===== src/rtl/core/hinted_block_bitmap_allocator_assert.svh =====
// Assertion macros shared by the allocator RTL.
`ifndef HINTED_BLOCK_BITMAP_ALLOCATOR_ASSERT_SVH
`define HINTED_BLOCK_BITMAP_ALLOCATOR_ASSERT_SVH

`ifndef SYNTHESIS
// Checked on every clock edge outside reset.
`define HBBA_ASSERT(lbl, clk, rst, prop) \
   lbl: assert property (@(posedge clk) disable iff (rst) prop) \
      else $error("hbba assertion failed");
// Checked on every clock edge, reset included.
`define HBBA_ASSERT_ALWAYS(lbl, clk, prop) \
   lbl: assert property (@(posedge clk) prop) \
      else $error("hbba assertion failed");
`else
`define HBBA_ASSERT(lbl, clk, rst, prop)
`define HBBA_ASSERT_ALWAYS(lbl, clk, prop)
`endif

`endif


===== src/rtl/core/hbba_ram.sv =====
// Generic single-write, single-read RAM with registered read data.
module hbba_ram #(
   parameter int WIDTH = 64,
   parameter int DEPTH = 64
) (
   input  logic                     clock,
   input  logic                     we,
   input  logic [$clog2(DEPTH)-1:0] waddr,
   input  logic [WIDTH-1:0]         wdata,
   input  logic                     re,
   input  logic [$clog2(DEPTH)-1:0] raddr,
   output logic [WIDTH-1:0]         rdata
);

   logic [WIDTH-1:0] mem [DEPTH];
   logic [WIDTH-1:0] rdata_ff;

   always_ff @(posedge clock) begin
      if (we) mem[waddr] <= wdata;
      if (re) rdata_ff <= mem[raddr];
   end

   assign rdata = rdata_ff;

endmodule


===== config.mk =====
export PLATFORM = sky130hd
export DESIGN_NAME = hbba_ram
export DESIGN_NICKNAME = d
export VERILOG_FILES = /design/src/rtl/core/hinted_block_bitmap_allocator_assert.svh /design/src/rtl/core/hbba_ram.sv
export SDC_FILE = /design/constraint.sdc
export NUM_CORES = 2
export LEC_CHECK = 0
export BUFFER_PORTS_ARGS = -buffer_cell sky130_fd_sc_hd__buf_2
export CAP_MARGIN = 20
export CORE_MARGIN = 2
export CORE_UTILIZATION = 35
export CTS_CLUSTER_SIZE = 20
export DETAILED_ROUTE_END_ITERATION = 16
export SYNTH_ARGS = -nofsm -noshare
export SYNTH_HDL_FRONTEND = slang
export SYNTH_SLANG_ARGS = --single-unit

===== constraint.sdc =====
create_clock -name clock -period 19.51 [get_ports clock]
set_input_delay 3.902 -clock clock [delete_from_list [all_inputs] [get_ports clock]]
set_output_delay 3.902 -clock clock [all_outputs]
set_load 0.01 [all_outputs]

# ---- Yosys cells after proc, flatten, opt, wreduce, memory -nomap -nowiden
# Memories as Yosys holds them, arrays and structs flattened. A register that Yosys moved wholly into a read port is not among the register bits.
# Cells that the tools add are included.
dict set report word_totals {
  ff_bits 0
  latch_bits 0
  mem_bits_rw 4096
  rom_bits 0
  input_bits 79
  output_inout_bits 64
  word_cells 3
  n_memories 1
}
# name words word_bits read_ports rd_clocked_by_memory_dff write_ports line_no
set mem_list {}
lappend mem_list {mem 64 64 1 1 1 hbba_ram.sv:15} ;# logic [WIDTH-1:0] mem [DEPTH];
dict set report classes {
  addsub 0
  mul 0
  n_div 0
  n_lt_le_gt_ge 0
  n_eq_ne 0
  shift 0
  n_mux 2
  bitwise_logic 0
  n_reduce_logical 0
}
# op count
set op_table {}
lappend op_table {{$mux 1} 2}

# ---- Longest topological paths before layout
dict set report depth {
  ltp_word 2
  mapped_depth 9
}

# ---- Worst setup path before layout
# No wires, ideal clock.
dict set report synth_path {
  path_type {input port to flip-flop}
  startpoint {in waddr[3]}
  endpoint {mem mem[48][0], enable pin}
  setup_time_ps 564
  arrival_time_ps 8774
  required_time_ps 18946
  setup_slack_ps 10172
  stages 4
  n_path_buf 1
  path_cell_list {clkbuf_1 > nor2b_1 > nand4b_1 > nor3_1}
}
# element line_no
set synth_rtl {}
lappend synth_rtl {{from (decl)} hbba_ram.sv:8} ;# input logic [$clog2(DEPTH)-1:0] waddr,
lappend synth_rtl {{to (decl)} hbba_ram.sv:15}
# No word-level cell before the write port.

==> impl_metrics.toml <==
[detailed_routing]
drc_errors = 0
ant_nets = 0
drt-initial-drc-count = 10098
wl_um = 447000
wl_per_cell_um = 33.7
detail_route.first_pass.iterations = 5
vias = 75826
post_drt_via_cell_ratio = 5.71

[worst_setup_path]
path_buf_inv = 5
startpoint_type = "primary input"
cpPeakStageDelay_ns = 0.84
cp_max_fo = 96
worst-setup-path-type = "primary input to flop"
cpLargestDelayFamily = "buffers and inverters"
required_ns = 20.21
cpMaxStageDelayCell = "buf_4"
path_cells = "buf_8, buf_12, buf_4, buf_4, buf_4, mux4_2, o221ai_1, o22ai_1, and3_1"
arrival_ns = 8.75
cp_common_cell = "buf_4"
end_kind = "flop"

[layout]
final_cell_mix = "4,160 x edfxtp_1, 1,024 x mux4_2, 411 x clkbuf_16, 200 x buf_4, 168 x a22oi_1"
final_nets = 7085
fillerInstances = 38691
area_growth_syn_to_layout_pct = 14.1
layout-drive-gt1-share_pct = 28.3
final_common_cell = "edfxtp_1"

[sta]
fin_setup_tns_ns = 0
fin_skew_ns = 0.0574
fin_crit_sh_pct = 41.3
slew_headroom_pct = 18.0
fmax_ghz = 0.124
rsz0062_at_grt = "no"
period_needed_ns = 8.05
setup_ws_ns = 11.46
tightest_slew_ns = 1.23
drv_slew = 0
setup_viol = 0
finalHoldViolations = 0

[synthesis]
synth_edf_count = 4160
async_reset_ff_share_pct = 0
syn_area_um2 = 157000
synth_seq_cells = 4160
synth_flop_cell = "edfxtp_1"
synth_fp_nets = 6677
ys_seq_area_share_pct = 79.6
syn_inst = 6598
synth_warnings = 0
syn_avg_cell_area_um2 = 23.8
ys_types = 32

[clock_tree]
clock_latency_ns = 0.99
post-cts-setup-buffers = 0
cts_resized = 0
cts_root_buf = "clkbuf_16"
cts_buffers = 406
cts_num_sinks = 4160
ctsHoldBuffers = 0
clock_path_buffers = 4
clk_pin_slew_ns = 0.06
cts-htree-levels = 5
cts_tree = "yes"

[placed_design]
dpl_worst_slack_ns = 10.44
dp_hpwl_um = 237000
portBuffers = 142
gp_congestion = 0.777

[die]
fp.coreArea_um2 = 446000
placementRows = 245
die_area_um2 = 454000
die_y_um = 674
fp.dieW_um = 674
ioPinCount = 143
start_util_pct = 35.2

[outcome]
status = "finished clean"

[hold_path]
hold_path.class = "flop to flop"

[power_and_ir_drop]
pwr_density_cell_nw_per_um2 = 104
power.leakage_nw = 55.0
max-vdd-ir-drop_mv = 0.0754

[global_route]
grt_antenna_before_repair = 69
first_global_vias = 75731
grt_max_degree = 117
grt_pass1_wl_um = 614000
overflow = 0
grt_use_total_pct = 19.3

[run]
cap_violations = 0
## path summary, 6_finish.rpt
kind                from        end  slack (ns)  cells past startpoint
max             raddr[1]  rdata[50]       11.46                      9
min          mem[47][34]  rdata[34]        0.92                      4
max reg2reg   mem[8][44]  rdata[44]       17.14                      5
min reg2reg  mem[47][34]  rdata[34]        0.92                      4
## cell usage after synthesis, types with 11 or more instances
library cell | number | area [µm²]
a211oi_1 | 63 | 473
a22o_1 | 88 | 771
a22oi_1 | 168 | 1260
a2bb2oi_1 | 19 | 166
a31oi_1 | 18 | 113
a41oi_1 | 26 | 228
and3_1 | 64 | 400
buf_1 | 20 | 75.1
buf_2 | 170 | 851
buf_4 | 34 | 255
clkbuf_1 | 140 | 526
edfxtp_1 | 4160 | 125000
inv_1 | 19 | 71.3
mux2i_1 | 135 | 1350
mux4_2 | 1024 | 23100
nand2_1 | 58 | 218
nand2b_1 | 11 | 68.8
nand3_1 | 45 | 225
nor2_1 | 112 | 420
nor2b_1 | 28 | 175
o221ai_1 | 38 | 333
o22ai_1 | 83 | 519
or2_2 | 28 | 175
or3_1 | 29 | 181
## layer usage
layer	part of all wire, %	vias up	GRT usage, %
met5	0.022	-	0
met4	3.0	16	5.09
met3	9.0	711	3.56
met2	49	3823	31.9
met1	39	41877	26.4
li1	-	29399	-
## tightest hold or removal path: stages (launching register included)
cell	delay (ns)
edfxtp_1	0.31
mux4_2	0.22
a22oi_1	0.06
nand3_1	0.08
and3_1	0.14
## power by group
group | total, W | internal [W] | switching, W | leakage [nW]
combinational | 0.000830 | 0.000306 | 0.000525 | 11.1
sequential | 0.00996 | 0.00992 | 0.0000405 | 37.5
clock | 0.00779 | 0.00442 | 0.00337 | 6.39
total | 0.0186 | 0.0146 | 0.00393 | 55.0
## metrics by stage
step                cells  hold slack, ns  cell area [µm²]  util, %  power [W]
floorplan            6598           0.865           157000        -     0.0106
global placement    12506           0.912           166000     37.1     0.0110
detailed placement  12506           0.905           166000     37.1     0.0110
CTS                 13242           0.919           179000     40.1     0.0187
global route        13264           0.956           179000     40.2     0.0191
finish              13291           0.917           179000     40.2     0.0186
## final cells by class
type / instances / area [µm²] / share of cell area (%)
Tap cell: 5928 / 7420 / 4.14
Multi-Input combinational cell: 2049 / 30800 / 17.2
Clock inverter: 250 / 2500 / 1.39
Inverter: 19 / 71.3 / 0.0398
Antenna cell: 29 / 72.6 / 0.0405
Sequential cell: 4160 / 125000 / 69.7
Clock buffer: 486 / 10600 / 5.90
Timing Repair Buffer: 370 / 2850 / 1.59
## registers in the layout, summed over array words and instances, names as in the netlist
register	count
mem	4096
rdata	64
## kinds of logic (layout without fill, tap and decap cells)
| group | after synthesis | in the layout | synth area share (%) |
|---|---|---|---|
| buffers and inverters | 389 | 1125 | 1.18 |
| multiplexers | 1159 | 1159 | 15.6 |
| flip-flops | 4160 | 4160 | 79.6 |
| AND/OR/NAND/NOR | 386 | 386 | 1.23 |
| AO/OA/AOI/OAI | 504 | 504 | 2.47 |
| other | 0 | 29 | 0 |
Power figures use the tool's default switching activity.
