--- config.mk ---
export PLATFORM = sky130hd
export DESIGN_NAME = hbba_ctrl
export DESIGN_NICKNAME = d
export VERILOG_FILES = /design/src/rtl/core/hbba_pkg.sv /design/src/rtl/core/hbba_ctrl.sv
export VERILOG_INCLUDE_DIRS = /design/src /design/src/rtl/core
export SDC_FILE = /design/constraint.sdc
export NUM_CORES = 1
export LEC_CHECK = 0
export ABC_CLOCK_PERIOD_IN_PS = 13370
export BUFFER_PORTS_ARGS = -buffer_cell sky130_fd_sc_hd__buf_2
export CAP_MARGIN = 20
export CORE_MARGIN = 1
export CORE_UTILIZATION = 50
export DETAILED_ROUTE_END_ITERATION = 10
export GPL_TIMING_DRIVEN = 0
export MAX_ROUTING_LAYER = met4
export PLACE_DENSITY_LB_ADDON = 0.08
export SKIP_LAST_GASP = 1
export SYNTH_ARGS = -nofsm -noshare
export SYNTH_HDL_FRONTEND = slang
export SYNTH_SLANG_ARGS = --single-unit
--- constraint.sdc ---
create_clock -name clock -period 13.37 [get_ports clock]
set_input_delay 2.674 -clock clock [delete_from_list [all_inputs] [get_ports clock]]
set_output_delay 2.674 -clock clock [all_outputs]
set_load 0.005 [all_outputs]
--- src/rtl/core/hinted_block_bitmap_allocator_assert.svh ---
// Assertion macros shared by the allocator RTL.
`ifndef HINTED_BLOCK_BITMAP_ALLOCATOR_ASSERT_SVH
`define HINTED_BLOCK_BITMAP_ALLOCATOR_ASSERT_SVH

`ifndef SYNTHESIS
// Checked on every clock edge outside reset.
`define HBBA_ASSERT(lbl, clk, rst, prop) \
   lbl: assert property (@(posedge clk) disable iff (rst) prop) \
      else $error("hbba assertion failed");
// Checked on every clock edge, reset included.
`define HBBA_ASSERT_ALWAYS(lbl, clk, prop) \
   lbl: assert property (@(posedge clk) prop) \
      else $error("hbba assertion failed");
`else
`define HBBA_ASSERT(lbl, clk, rst, prop)
`define HBBA_ASSERT_ALWAYS(lbl, clk, prop)
`endif

`endif

--- src/rtl/core/hbba_pkg.sv ---
// Types, constants and helper functions of the block bitmap allocator.
package hbba_pkg;

   localparam int MAX_BLOCKS = 4096;
   localparam int WORD_BITS  = 64;
   localparam int MAP_WORDS  = MAX_BLOCKS / WORD_BITS;
   localparam int BLK_W      = 12;
   localparam int SIZE_W     = 13;
   localparam int BIT_W      = $clog2(WORD_BITS);
   localparam int WADDR_W    = $clog2(MAP_WORDS);
   localparam int WCNT_W     = WADDR_W + 1;
   localparam int CSR_IDX_W  = 1;
   localparam int CSR_DATA_W = 13;

   typedef logic [WORD_BITS-1:0] word_type;

   typedef enum logic [1:0] {
      CMD_ALLOC = 2'd0,
      CMD_MARK  = 2'd1,
      CMD_FREE  = 2'd2,
      CMD_QUERY = 2'd3
   } cmd_type;

   typedef enum logic [CSR_IDX_W-1:0] {
      CSR_VOLUME_BLOCKS = 1'b0,
      CSR_READ_ONLY     = 1'b1
   } csr_index_type;

   typedef enum logic [2:0] {
      ST_IDLE,
      ST_RD,
      ST_RMW,
      ST_SCAN,
      ST_RESP
   } state_type;

   typedef struct packed {
      logic [SIZE_W-1:0] size;       // clamped to MAX_BLOCKS
      logic              read_only;
   } cfg_type;

   typedef struct packed {
      logic             valid;
      logic             success;
      logic [BLK_W-1:0] block;
   } result_type;

   // bits strictly below position b
   function automatic word_type mask_lt(logic [BIT_W-1:0] b);
      return (word_type'(1) << b) - word_type'(1);
   endfunction

   // lowest set bit
   function automatic logic [BIT_W-1:0] first_one(word_type w);
      logic [BIT_W-1:0] pos;
      pos = '0;
      for (int i = WORD_BITS - 1; i >= 0; i--) begin
         if (w[i]) pos = BIT_W'(i);
      end
      return pos;
   endfunction

endpackage

--- src/rtl/core/hbba_ctrl.sv ---
// Command sequencer: word scan, read-modify-write and word valid bits.
`include "hinted_block_bitmap_allocator_assert.svh"

module hbba_ctrl
   import hbba_pkg::*;
(
   input  logic                clock,
   input  logic                reset,
   input  cfg_type             cfg,
   input  logic                req_valid,
   input  logic [1:0]          req_cmd,
   input  logic [BLK_W-1:0]    req_block_index,
   output logic                req_ready,
   output result_type          res,
   input  logic                res_room,
   output logic                ram_re,
   output logic [WADDR_W-1:0]  ram_raddr,
   output logic                ram_we,
   output logic [WADDR_W-1:0]  ram_waddr,
   output word_type            ram_wdata,
   input  word_type            ram_rdata
);

   state_type          state_ff, state_in;
   cmd_type            cmd_ff, cmd_in;
   logic [BLK_W-1:0]   idx_ff, idx_in;
   logic [BLK_W-1:0]   s_ff, s_in;          // effective search start
   logic [WADDR_W-1:0] rd_addr_ff, rd_addr_in;
   logic               rd_wrap_ff, rd_wrap_in;
   logic [WCNT_W-1:0]  rd_cnt_ff, rd_cnt_in;
   logic               dv_ff, dv_in;
   logic [WADDR_W-1:0] d_addr_ff, d_addr_in;
   logic               d_wrap_ff, d_wrap_in;
   logic               ok_ff, ok_in;
   logic [BLK_W-1:0]   blk_ff, blk_in;
   logic [MAP_WORDS-1:0] word_vld_ff;

   logic [WCNT_W-1:0]  nwords;
   logic [WCNT_W-1:0]  total_reads;
   logic [WCNT_W-1:0]  size_w;
   logic [BIT_W-1:0]   size_b;
   logic [WADDR_W-1:0] s_w;
   logic [BIT_W-1:0]   s_b;
   logic [WADDR_W-1:0] sel_addr;
   word_type           word;
   word_type           vol_mask;
   word_type           pass_mask;
   word_type           cand;
   logic [BIT_W-1:0]   hit_pos;
   logic [BLK_W-1:0]   start;
   logic [BIT_W-1:0]   bit_sel;

   assign size_w      = cfg.size[SIZE_W-1:BIT_W];
   assign size_b      = cfg.size[BIT_W-1:0];
   assign nwords      = size_w + WCNT_W'(size_b != '0);
   assign total_reads = nwords + WCNT_W'(1);
   assign s_w         = s_ff[BLK_W-1:BIT_W];
   assign s_b         = s_ff[BIT_W-1:0];
   assign bit_sel     = idx_ff[BIT_W-1:0];

   // words never written read as all free
   assign sel_addr = (state_ff == ST_SCAN) ? d_addr_ff : idx_ff[BLK_W-1:BIT_W];
   assign word     = word_vld_ff[sel_addr] ? ram_rdata : '0;

   always_comb begin
      if ({1'b0, d_addr_ff} < size_w)       vol_mask = '1;
      else if ({1'b0, d_addr_ff} == size_w) vol_mask = mask_lt(size_b);
      else                                  vol_mask = '0;
      if (d_wrap_ff) begin
         if (d_addr_ff < s_w)       pass_mask = '1;
         else if (d_addr_ff == s_w) pass_mask = mask_lt(s_b);
         else                       pass_mask = '0;
      end else begin
         if (d_addr_ff > s_w)       pass_mask = '1;
         else if (d_addr_ff == s_w) pass_mask = ~mask_lt(s_b);
         else                       pass_mask = '0;
      end
      cand = ~word & vol_mask & pass_mask;
      if (d_addr_ff == '0) cand[0] = 1'b0;  // block zero is reserved
   end

   assign hit_pos = first_one(cand);

   // hint raised to one; a hint past the volume starts the scan at one
   always_comb begin
      start = (req_block_index == '0) ? BLK_W'(1) : req_block_index;
      if ({1'b0, start} >= cfg.size) start = BLK_W'(1);
   end

   always_comb begin
      state_in   = state_ff;
      cmd_in     = cmd_ff;
      idx_in     = idx_ff;
      s_in       = s_ff;
      rd_addr_in = rd_addr_ff;
      rd_wrap_in = rd_wrap_ff;
      rd_cnt_in  = rd_cnt_ff;
      dv_in      = 1'b0;
      d_addr_in  = d_addr_ff;
      d_wrap_in  = d_wrap_ff;
      ok_in      = ok_ff;
      blk_in     = blk_ff;
      ram_re     = 1'b0;
      ram_raddr  = rd_addr_ff;
      ram_we     = 1'b0;
      ram_waddr  = sel_addr;
      ram_wdata  = word;
      req_ready  = 1'b0;
      case (state_ff)
         ST_IDLE: begin
            req_ready = 1'b1;
            if (req_valid) begin
               cmd_in     = cmd_type'(req_cmd);
               idx_in     = req_block_index;
               s_in       = start;
               rd_addr_in = start[BLK_W-1:BIT_W];
               rd_wrap_in = 1'b0;
               rd_cnt_in  = '0;
               ok_in      = 1'b0;
               blk_in     = '0;
               if (cmd_type'(req_cmd) == CMD_ALLOC) begin
                  if (cfg.read_only || cfg.size < SIZE_W'(2)) state_in = ST_RESP;
                  else                                        state_in = ST_SCAN;
               end else if ({1'b0, req_block_index} >= cfg.size) begin
                  state_in = ST_RESP;
               end else begin
                  state_in = ST_RD;
               end
            end
         end
         ST_RD: begin
            ram_re    = 1'b1;
            ram_raddr = idx_ff[BLK_W-1:BIT_W];
            state_in  = ST_RMW;
         end
         ST_RMW: begin
            case (cmd_ff)
               CMD_MARK: begin
                  ram_we             = 1'b1;
                  ram_wdata[bit_sel] = 1'b1;
               end
               CMD_FREE: begin
                  ram_we             = 1'b1;
                  ram_wdata[bit_sel] = 1'b0;
               end
               CMD_QUERY: ok_in = word[bit_sel];
               default: ;
            endcase
            state_in = ST_RESP;
         end
         ST_SCAN: begin
            // reads issue back to back; the word read in the previous cycle is checked
            if (rd_cnt_ff < total_reads) begin
               ram_re    = 1'b1;
               dv_in     = 1'b1;
               d_addr_in = rd_addr_ff;
               d_wrap_in = rd_wrap_ff;
               rd_cnt_in = rd_cnt_ff + WCNT_W'(1);
               if ({1'b0, rd_addr_ff} == nwords - WCNT_W'(1)) begin
                  rd_addr_in = '0;
                  rd_wrap_in = 1'b1;
               end else begin
                  rd_addr_in = rd_addr_ff + WADDR_W'(1);
               end
            end
            if (dv_ff) begin
               if (cand != '0) begin
                  ram_we             = 1'b1;
                  ram_wdata[hit_pos] = 1'b1;
                  ok_in              = 1'b1;
                  blk_in             = {d_addr_ff, hit_pos};
                  dv_in              = 1'b0;
                  state_in           = ST_RESP;
               end else if (rd_cnt_ff == total_reads) begin
                  dv_in    = 1'b0;
                  state_in = ST_RESP;
               end
            end
         end
         ST_RESP: begin
            if (res_room) state_in = ST_IDLE;
         end
         default: state_in = ST_IDLE;
      endcase
   end

   assign res.valid   = (state_ff == ST_RESP);
   assign res.success = ok_ff;
   assign res.block   = blk_ff;

   always_ff @(posedge clock) begin
      if (reset) begin
         state_ff    <= ST_IDLE;
         dv_ff       <= 1'b0;
         word_vld_ff <= '0;
      end else begin
         state_ff <= state_in;
         dv_ff    <= dv_in;
         if (ram_we) word_vld_ff[ram_waddr] <= 1'b1;
      end
   end

   always_ff @(posedge clock) begin
      cmd_ff     <= cmd_in;
      idx_ff     <= idx_in;
      s_ff       <= s_in;
      rd_addr_ff <= rd_addr_in;
      rd_wrap_ff <= rd_wrap_in;
      rd_cnt_ff  <= rd_cnt_in;
      d_addr_ff  <= d_addr_in;
      d_wrap_ff  <= d_wrap_in;
      ok_ff      <= ok_in;
      blk_ff     <= blk_in;
   end

   `HBBA_ASSERT(a_no_block_zero, clock, reset, (res.valid && res.success && cmd_ff == CMD_ALLOC) |-> (res.block != '0))
   `HBBA_ASSERT(a_we_states, clock, reset, ram_we |-> (state_ff == ST_SCAN || state_ff == ST_RMW))
   `HBBA_ASSERT(a_read_bound, clock, reset, (state_ff == ST_SCAN) |-> (rd_cnt_ff <= total_reads))
   `HBBA_ASSERT(a_idle_drained, clock, reset, (state_ff == ST_IDLE) |-> !dv_ff)
   `HBBA_ASSERT(a_one_hit_write, clock, reset, (ram_we && state_ff == ST_SCAN) |=> (state_ff == ST_RESP))

endmodule
======== Word level (Yosys, flattened, before mapping) ========
Index checks and enable logic that the tools add are counted.
storage, ports and cells
  register bits after elaboration ......... 128
  input port bits ......................... 96
  output and inout port bits .............. 93
  word-level logic and storage cells ...... 215
cells by class
  add/subtract/negate cells ............... 7
  $lt $le $gt $ge ......................... 13
  eq/ne operators ......................... 19
  shift-type cells ........................ 2
  mux-type cells .......................... 129
  bitwise operators ....................... 10
  reduce and logical (&&, ||, !) cells .... 21
operators by type and width
  operator                                                     count
  two-way mux 64 bit                                           10
  two-way mux 6 bit                                            69
  case mux 64 bit (2 select lines)                             2
  bitwise AND 64 bit                                           3
  inverter 64 bit                                              3
  OR 64 bit                                                    3
  << shifter 1 x 6 -> 64 bit, first input constant             2
  subtractor 64 x 1 -> 64 bit, second input constant           2
  nonzero test 64 bit                                          1
  two-way mux 12 bit                                           5
  >= comparator 12 x 13 -> 1 bit                               2
  two-way mux 3 bit                                            8
  case mux 12 bit (2 select lines)                             1
  less-than comparator 6 x 7 -> 1 bit, second input constant   3
  two-way mux 1 bit                                            20
  demux 1 bit (select 6 bit)                                   3
  >= comparator 6 x 1 -> 1 bit, second input constant          3
  case mux 3 bit (5 select lines)                              1
  adder 7 x 1 -> 7 bit, second input constant                  2
  equality test 6 x 7 -> 1 bit                                 2
  two-way mux 7 bit                                            2
  case mux 7 bit (2 select lines)                              1
  less-than comparator 13 x 2 -> 1 bit, second input constant  1
  binary-select mux 1 bit (select 6 bit)                       2
  35 further kinds                                             50

======== Depth between registers and ports, before layout ========
Gate-level depths: netlist of the first run.
  depth after elaboration ................. 80
  mapped depth ............................ 27
  gate-level depth less buffers ........... 18

======== Worst setup path before layout of the first run ========
OpenSTA, ideal clock, no wires.
  path type ............................... input to output
  from .................................... input cfg[2] (netlist bit)
  to ...................................... output ram_wdata[14]
  data arrival time ....................... 7.815 ns
  required time ........................... 10.696 ns
  setup slack ............................. 2.881 ns
  stages on the path ...................... 25
  buffers on the path ..................... 8
  cell sequence ........................... clkbuf_1 -> clkbuf_1 -> clkbuf_1 -> or2_2 -> nor2_1 -> nand2_1 -> ha_1 -> clkbuf_1 -> clkbuf_1 -> clkbuf_1 -> clkbuf_1 -> inv_1 -> nor3_1 -> o21ai_0 -> a221o_1 -> or2_1 -> a32o_1 -> nand2_1 -> a211oi_1 -> a311oi_1 -> o41ai_1 -> a2bb2oi_1 -> buf_2 -> or3b_1 -> o21ai_0
on the way
  longest elaborated chain between the ends .. 78
  elaborated cells on any way between the ends .. 81
  those cells by class .................... add/sub (1); order compare (2); shift (1); mux (72); bitwise (3); reduce/logical (2)
ends and longest elaborated chain
  what                                                                                                              line              source
  start: declaration                                                                                                hbba_ctrl.sv:9    input cfg_type cfg,
  << shifter 1 x 6 -> 64 bit (*)                                                                                    hbba_pkg.sv:50    return (word_type'(1) << b) - word_type'(1);
  subtractor 64 x 1 -> 64 bit (*)                                                                                   hbba_pkg.sv:50
  two-way mux 64 bit (*)                                                                                            hbba_ctrl.sv:67   else if ({1'b0, d_addr_ff} == size_w) vol_mask = mask_lt(size_b);
  two-way mux 64 bit (*)                                                                                            hbba_ctrl.sv:66   if ({1'b0, d_addr_ff} < size_w) vol_mask = '1;
  bitwise AND 64 bit (*) (2 in series)                                                                              hbba_ctrl.sv:78   cand = ~word & vol_mask & pass_mask;
  two-way mux 6 bit (64 in series)                                                                                  hbba_pkg.sv:58    if (w[i]) pos = BIT_W'(i);
  less-than comparator 6 x 7 -> 1 bit (implied by the code) / >= comparator 6 x 1 -> 1 bit (equally long branches)  hbba_ctrl.sv:169  ram_wdata[hit_pos] = 1'b1;
  logical AND 1 bit (implied by the code)                                                                           hbba_ctrl.sv:169
  two-way mux 1 bit (implied by the code)                                                                           hbba_ctrl.sv:169
  demux 1 bit (select 6 bit)                                                                                        hbba_ctrl.sv:169
  OR 64 bit (no source line)                                                                                        --
  two-way mux 64 bit (*)                                                                                            hbba_ctrl.sv:167  if (cand != '0) begin
  two-way mux 64 bit (*)                                                                                            hbba_ctrl.sv:166  if (dv_ff) begin
  case mux 64 bit (2 select lines) (*)                                                                              hbba_ctrl.sv:109  case (state_ff)
  end: declaration                                                                                                  hbba_ctrl.sv:20   output word_type ram_wdata,
Mark *: on every way between the ends. The rest lies on a longest branch, timed or not.

======== Final worst setup path of the first run ========
  from .................................... input cfg[3] (netlist bit)
  to ...................................... output ram_wdata[57]
Same word-level chain as after synthesis.

==> impl_metrics.csv, run 1 <==
group,metric,value,unit
outcome,status,"completed",
grt,grt-ovfl-total,0,
clocking,cts_setup_buffers,0,
synth,synth_edf_count,60,
clocking,path_clk_slew,0.07,ns
timing,fmax,75.7,MHz
layout,most-common-layout-cells,"buf_2 (226), o21ai_0 (224), nand2_1 (172), clkbuf_1 (155), nor2_1 (147)",
die,fp.coreArea,32500,um2
flow_run,drv_cap,0,
power,p_leak,0.00701,uW
layout,nets,2690,
synth,synth_warnings,0,
die,chipWidth,184,um
synth,ys_ff_latch,128,
drt,wl_per_cell,28.5,um
layout,layout_commonest_cell,"buf_2",
synth,syn_area,16500,um2
drt,wirelength,85400,um
setup_path,crit_buf_inv,10,
drt,drtIter0Drc,3889,
clocking,root_buffer,"clkbuf_16",
clocking,htreeDepth,4,
clocking,cts_sinks,128,
clocking,cts_tree,"built",
synth,synth_fp_nets,2479,
timing,rsz0062_at_grt,"false",
die,initial_core_util,50.8,%
timing,layout_min_cycle_time,13.21,ns
timing,min_period_over_period,98.8,%
die,fp.dieArea,33800,um2
setup_path,crit_fanout,10,
timing,whs,0.430,ns
setup_path,crit_family,"buffers and inverters",
timing,skew,0.0134,ns
clocking,cts_hold_buf,0,
power,p_per_area,99.5,nW/um2
timing,drv_slew,0,
timing,setup_viol,0,
timing,hold_viol,0,
synth,synth_cell_types,94,
setup_path,max_stage_delay,0.63,ns
timing,tightest_slew,1.21,ns
power,power,1860,uW
grt,grt_max_degree,28,
synth,yosysSeqAreaShare,19.2,%
power,ir_drop,102,uV
setup_path,crit_slowest_cell,"nor3b_2",
setup_path,worstRegToRegCells,23,
grt,grtUsageTotal,50.4,%
placement,pre_cts_ws,0.290,ns
clocking,ctsLongestPathBuffers,2,
drt,vias,22100,
timing,slew_headroom,18.4,%
clocking,clock_latency,0.44,ns
grt,antenna_found_initial,2,
synth,synth_cells,2329,
layout,area.growth.synth_to_final,13.1,%
drt,drtAntennaViolNets,0,
grt,grt_pass1_vias,20300,
drt,via_per_inst,7.36,
clocking,cts_buffers,17,
timing,setup_ws,0.162,ns
die,die_h,184,um
placement,gp_congestion,1.12,
setup_path,required,10.70,ns
layout,fin_util,57.4,%
clocking,cts_resized,0,
setup_path,crit_arrival,10.53,ns
grt,grt_first_pass_wirelength,125000,um
setup_path,end_kind,"output port",
layout,layout-drive-gt1-share,13.8,%
die,std_cell_rows,66,
die,num_io_pins,189,
placement,dpl.hpwl,65900,um
timing,fin_tns_setup,0,ns
placement,portBuffers,185,
setup_path,crit_type,"input pin to output port",
synth,synth_ff_type,"dfxtp_1",
synth,async_flop_share,0,%
setup_path,critPathLaunchType,"input pin",
setup_path,crit_top_cell,"clkbuf_1",
min_path,hold_path.class,"flop to flop",
setup_path,worst-path-stages,27,
min_path,hold_depth,0,
drt,drc_errors,0,
drt,dr.pass1.iters,8,
synth,avgSynthCellArea,7.09,um2
## final timing paths
path	endpoint	from	slack (ns)
hold reg to reg	d_wrap_ff	rd_wrap_ff	0.43
setup reg to reg	word_vld_ff[48]	s_ff[4]	5.72
setup / recovery	ram_wdata[57]	cfg[3]	0.16
hold / removal	d_wrap_ff	rd_wrap_ff	0.43
## cell usage after synthesis, types with 28 or more instances
| cell type | number | area share [%] |
|---|---|---|
| nand3_1 | 70 | 2.1 |
| a21o_1 | 55 | 2.5 |
| nor3_1 | 59 | 1.8 |
| a31oi_1 | 30 | 1.1 |
| buf_2 | 37 | 1.1 |
| nor2_1 | 147 | 3.3 |
| inv_1 | 117 | 2.7 |
| o41ai_1 | 28 | 1.5 |
| dfxtp_1 | 68 | 8.2 |
| or3_1 | 29 | 1.1 |
| o221ai_1 | 32 | 1.7 |
| edfxtp_1 | 60 | 11 |
| nand2_1 | 172 | 3.9 |
| o22ai_1 | 117 | 4.4 |
| clkbuf_1 | 156 | 3.5 |
| nand2b_1 | 51 | 1.9 |
| xnor2_1 | 33 | 1.8 |
| o21ai_0 | 225 | 6.8 |
| a21oi_1 | 135 | 4.1 |
| a22oi_1 | 58 | 2.6 |
| ha_1 | 54 | 4.1 |
## metrics by stage
step / cells / area [um2]
6_report: 2997 / 18700
3_5_place_dp: 2959 / 18000
4_1_cts: 2991 / 18600
3_3_place_gp: 2956 / 18000
5_1_grt: 2997 / 18700
2_1_floorplan: 2329 / 16500
## power breakdown
part	total (uW)	switching, uW	leakage [uW]	internal, uW
clock	485	219	0.000291	266
sequential	448	17.0	0.00113	431
combinational	926	622	0.00559	304
## worst register-to-register path: stages (launching register included)
cell and delay (ns):
edfxtp_1 0.41, clkbuf_1 0.22, nor4_1 0.57, buf_2 0.30
nand3_1 0.16, ha_1 0.29, clkbuf_1 0.24, clkbuf_1 0.30
nor3b_1 0.76, mux2i_1 0.16, o32a_1 0.38, a211oi_1 0.30
or3_1 0.20, nor2_1 0.08, or3b_2 0.46, nor4_1 0.56
nor3b_1 0.63, nand2_1 0.27, o21ai_2 0.30, mux2_2 0.26
buf_4 0.20, or3_1 0.13, buf_2 0.21, o22ai_1 0.11
## metal layers
metal / part of all wire, % / up-vias / track usage (%)
met2: 42 / 2045 / 75.5
met5: 0 / - / -
met3: 14 / 462 / 12.1
met4: 7.0 / 0 / 28.2
met1: 37 / 10200 / 62.0
li1: - / 9341 / -
## logic make-up (layout without fill, tap and decap cells)
family | Yosys count | after routing | synth area share [%]
adder cells (fa/ha/maj) | 55 | 55 | 4.15
other | 0 | 2 | 0
buffers and inverters | 345 | 569 | 8.33
flip-flops | 128 | 128 | 19.2
multiplexers | 34 | 34 | 2.52
AO/OA/AOI/OAI | 985 | 985 | 40.2
AND/OR/NAND/NOR | 736 | 736 | 23.2
XOR/XNOR | 46 | 46 | 2.44
## flip-flops by register name, indices dropped and copies added, names as in the netlist
register and flops:
s_ff 12, rd_addr_ff 6, ok_ff 1, rd_cnt_ff 7
cmd_ff 2, idx_ff 12, d_wrap_ff 1, blk_ff 12
rd_wrap_ff 1, dv_ff 1, d_addr_ff 6, state_ff 3
word_vld_ff 64
## final cells by class
type / count / area [um2]
antenna: 2 / 5.00
buffer: 224 / 922
clock buffer: 17 / 425
clock inverter: 15 / 169
fill: 3116 / 13900
inverter: 121 / 454
multi-input combinational: 1856 / 12000
sequential: 128 / 3160
tap: 442 / 553
timing repair buffer: 192 / 992
No activity file was read; power rests on OpenSTA's default activity.
==> run 2: changes to the inputs <==
--- a/config.mk
+++ b/config.mk
@@ -6,11 +6,12 @@
 export SDC_FILE = /design/constraint.sdc
 export NUM_CORES = 1
 export LEC_CHECK = 0
+export ABC_AREA = 1
 export ABC_CLOCK_PERIOD_IN_PS = 13370
 export BUFFER_PORTS_ARGS = -buffer_cell sky130_fd_sc_hd__buf_2
 export CAP_MARGIN = 20
 export CORE_MARGIN = 1
-export CORE_UTILIZATION = 50
+export CORE_UTILIZATION = 40
 export DETAILED_ROUTE_END_ITERATION = 10
 export GPL_TIMING_DRIVEN = 0
 export MAX_ROUTING_LAYER = met4
==> run 2 against run 1 <==
  * Non-clock buffer count fell by 44
  * Register-to-register slack got worse by 0.47 ns
  * Global-route usage down 9.3 points
==> impl_metrics.csv, run 2 <==
group,metric,value,unit
layout,layout-drive-gt1-share,10.3,%
synth,ys_ff_latch,128,
grt,grt-ovfl-total,0,
clocking,htreeDepth,4,
setup_path,r2r_start,"state_ff[1]",
layout,area.growth.synth_to_final,13.4,%
timing,slew_headroom,24.7,%
layout,fin_util,46.5,%
layout,final_cell_count_no_fill,3876,
power,switchingPower,2400,uW
die,fp.dieArea,44200,um2
layout,most-common-layout-cells,"nand2_1 (866), nor2_1 (396), inv_1 (294), nand3_1 (229), buf_2 (217)",
clocking,cts_sinks,128,
placement,pre_cts_ws,0.925,ns
clocking,ctsLongestPathBuffers,2,
layout,largest_reg_flops,64,
synth,async_flop_share,0,%
grt,grt_max_degree,28,
timing,layout_min_cycle_time,12.67,ns
flow_run,drv_cap,0,
timing,min_period_over_period,94.8,%
synth,avgSynthCellArea,5.65,um2
timing,rsz0062_at_grt,"false",
grt,grt_pass1_vias,21900,
timing,setup_ws,0.702,ns
layout,nets,3435,
drt,via_per_inst,6.10,
drt,vias,23600,
power,ir_drop,145,uV
power,p_sw_share,60.5,%
synth,synth_cell_types,60,
timing,hold_viol,0,
timing,drv_slew,0,
synth,yosysSeqAreaShare,18.2,%
timing,skew,0.0115,ns
clocking,root_buffer,"clkbuf_16",
die,fp.coreArea,42300,um2
setup_path,max_stage_delay,0.76,ns
drt,drtAntennaViolNets,0,
clocking,path_clk_slew,0.06,ns
die,die_h,210,um
setup_path,end_kind,"output port",
grt,antenna_found_initial,1,
placement,portBuffers,187,
synth,synth_fp_nets,3222,
timing,setup_viol,0,
grt,grtUsageTotal,41.1,%
synth,synth_ff_type,"dfxtp_1",
synth,syn_area,17300,um2
timing,fin_tns_setup,0,ns
layout,regMostFlops,"word_vld_ff",
placement,gp_congestion,1.07,
setup_path,crit_arrival,9.99,ns
setup_path,required,10.70,ns
setup_path,critPathLaunchType,"input pin",
setup_path,cp-startpoint,"cfg[1]",
die,chipWidth,210,um
power,p_leak,0.00966,uW
power,p_int,1570,uW
die,std_cell_rows,75,
placement,dpl.hpwl,70800,um
die,initial_core_util,41.0,%
grt,grt_first_pass_wirelength,133000,um
synth,synth_top_area_share,18.7,%
synth,yosysTopAreaCell,"nand2_1",
synth,synth_common_cells,"nand2_1 (866), nor2_1 (397), inv_1 (294)",
die,num_io_pins,189,
drt,dr.pass1.iters,9,
synth,synth_edf_count,60,
synth,synth_cells,3072,
clocking,clock_latency,0.44,ns
power,pwr-share-seq,14.2,%
timing,fmax,78.9,MHz
placement,dp.cells,3843,
clocking,cts_tree,"built",
outcome,status,"completed",
power,power,3970,uW
setup_path,reg2reg_to,"word_vld_ff[13]",
setup_path,ff2ff_setup_slack,5.25,ns
drt,wirelength,89300,um
synth,synth_warnings,0,
setup_path,crit_top_cell,"nand2_1",
synth,synth.most_common_cell,"nand2_1",
drt,wl_per_cell,23.0,um
setup_path,crit_type,"input pin to output port",
setup_path,worstRegToRegCells,32,
clocking,cts_buffers,17,
layout,layout_commonest_cell,"nand2_1",
power,p_per_area,202,nW/um2
drt,drc_errors,0,
setup_path,crit_fanout,10,
synth,synth_area_leaders,"nand2_1 (19%), edfxtp_1 (10%), nor2_1 (8.6%), dfxtp_1 (7.8%), nand3_1 (6.6%)",
drt,drtIter0Drc,3342,
timing,tightest_slew,1.13,ns
setup_path,endpoint,"ram_wdata[14]",
min_path,hold_path.class,"flop to flop",
power,clkPwrFrac,11.4,%
power,combinationalPowerShare,74.4,%
setup_path,crit_slowest_cell,"nor2_1",
run 2: cell count changes after synthesis, moves of 112 or more:
cell,previous run,this run
nand4_1,15,138
inv_1,117,294
o22ai_1,117,5
nand3_1,70,229
nor2_1,147,397
nand2_1,172,866
run 2: kinds of logic after synthesis:
logic type               share of synthesized area [%]
multiplexers                                     0.195
AO/OA/AOI/OAI                                     19.9
buffers and inverters                             11.5
XOR/XNOR                                          1.77
adder cells (fa/ha/maj)                           3.90
flip-flops                                        18.2
AND/OR/NAND/NOR                                   44.5
run 2: worst min path at each step:
stage | to | start | slack, ns | cells after the start
after floorplan | d_wrap_ff | rd_wrap_ff | 0.40 | 0
after global placement | d_wrap_ff | rd_wrap_ff | 0.44 | 0
after detailed placement | d_wrap_ff | rd_wrap_ff | 0.44 | 0
after CTS | d_wrap_ff | rd_wrap_ff | 0.45 | 0
after global routing | d_wrap_ff | rd_wrap_ff | 0.45 | 0
final | d_wrap_ff | rd_wrap_ff | 0.44 | 0
run 2: final cells by class:
type,instances,area [um2]
Fill cell,4700,22700
Multi-Input combinational cell,2443,12200
Sequential cell,128,3160
Inverter,323,1210
Timing Repair Buffer,194,997
Buffer,178,776
Tap cell,577,722
Clock buffer,17,425
Clock inverter,15,145
Antenna cell,1,2.50
run 2: power groups by stage:
stage	Clock, uW	Sequential, uW	Combinational (uW)
2_1_floorplan	0	550	1770
3_3_place_gp	0	573	2780
3_5_place_dp	0	571	2810
4_1_cts	459	564	2830
5_1_grt	472	571	3180
6_report	453	565	2960
run 2: per-layer routing:
| metal | global-route usage [%] | share of wire (%) |
|---|---|---|
| met1 | 53.4 | 41 |
| met2 | 61.9 | 43 |
| met3 | 6.51 | 10 |
| met4 | 19.9 | 5.5 |
| met5 | - | 0 |
run 2: critical path: cells and delay by family:
kind,cells,cell delay [ns]
AO/OA/AOI/OAI,9,2.06
adder cells (fa/ha/maj),1,0.21
buffers and inverters,6,1.27
AND/OR/NAND/NOR,17,3.78
run 2: metrics by stage:
| stage | cell area, um2 | hold slack (ns) |
|---|---|---|
| finish | 19700 | 0.443 |
| global route | 19700 | 0.450 |
| CTS | 19700 | 0.450 |
| detailed placement | 19100 | 0.436 |
| global placement | 19000 | 0.436 |
| floorplan | 17300 | 0.400 |
run 2: repair_timing:
item / 4_1_cts / 5_1_grt
gates resized for setup: 0 / 1
buffers inserted: 0 / 0
setup endpoints to repair: 0 / 2
hold buffers: 0 / 0
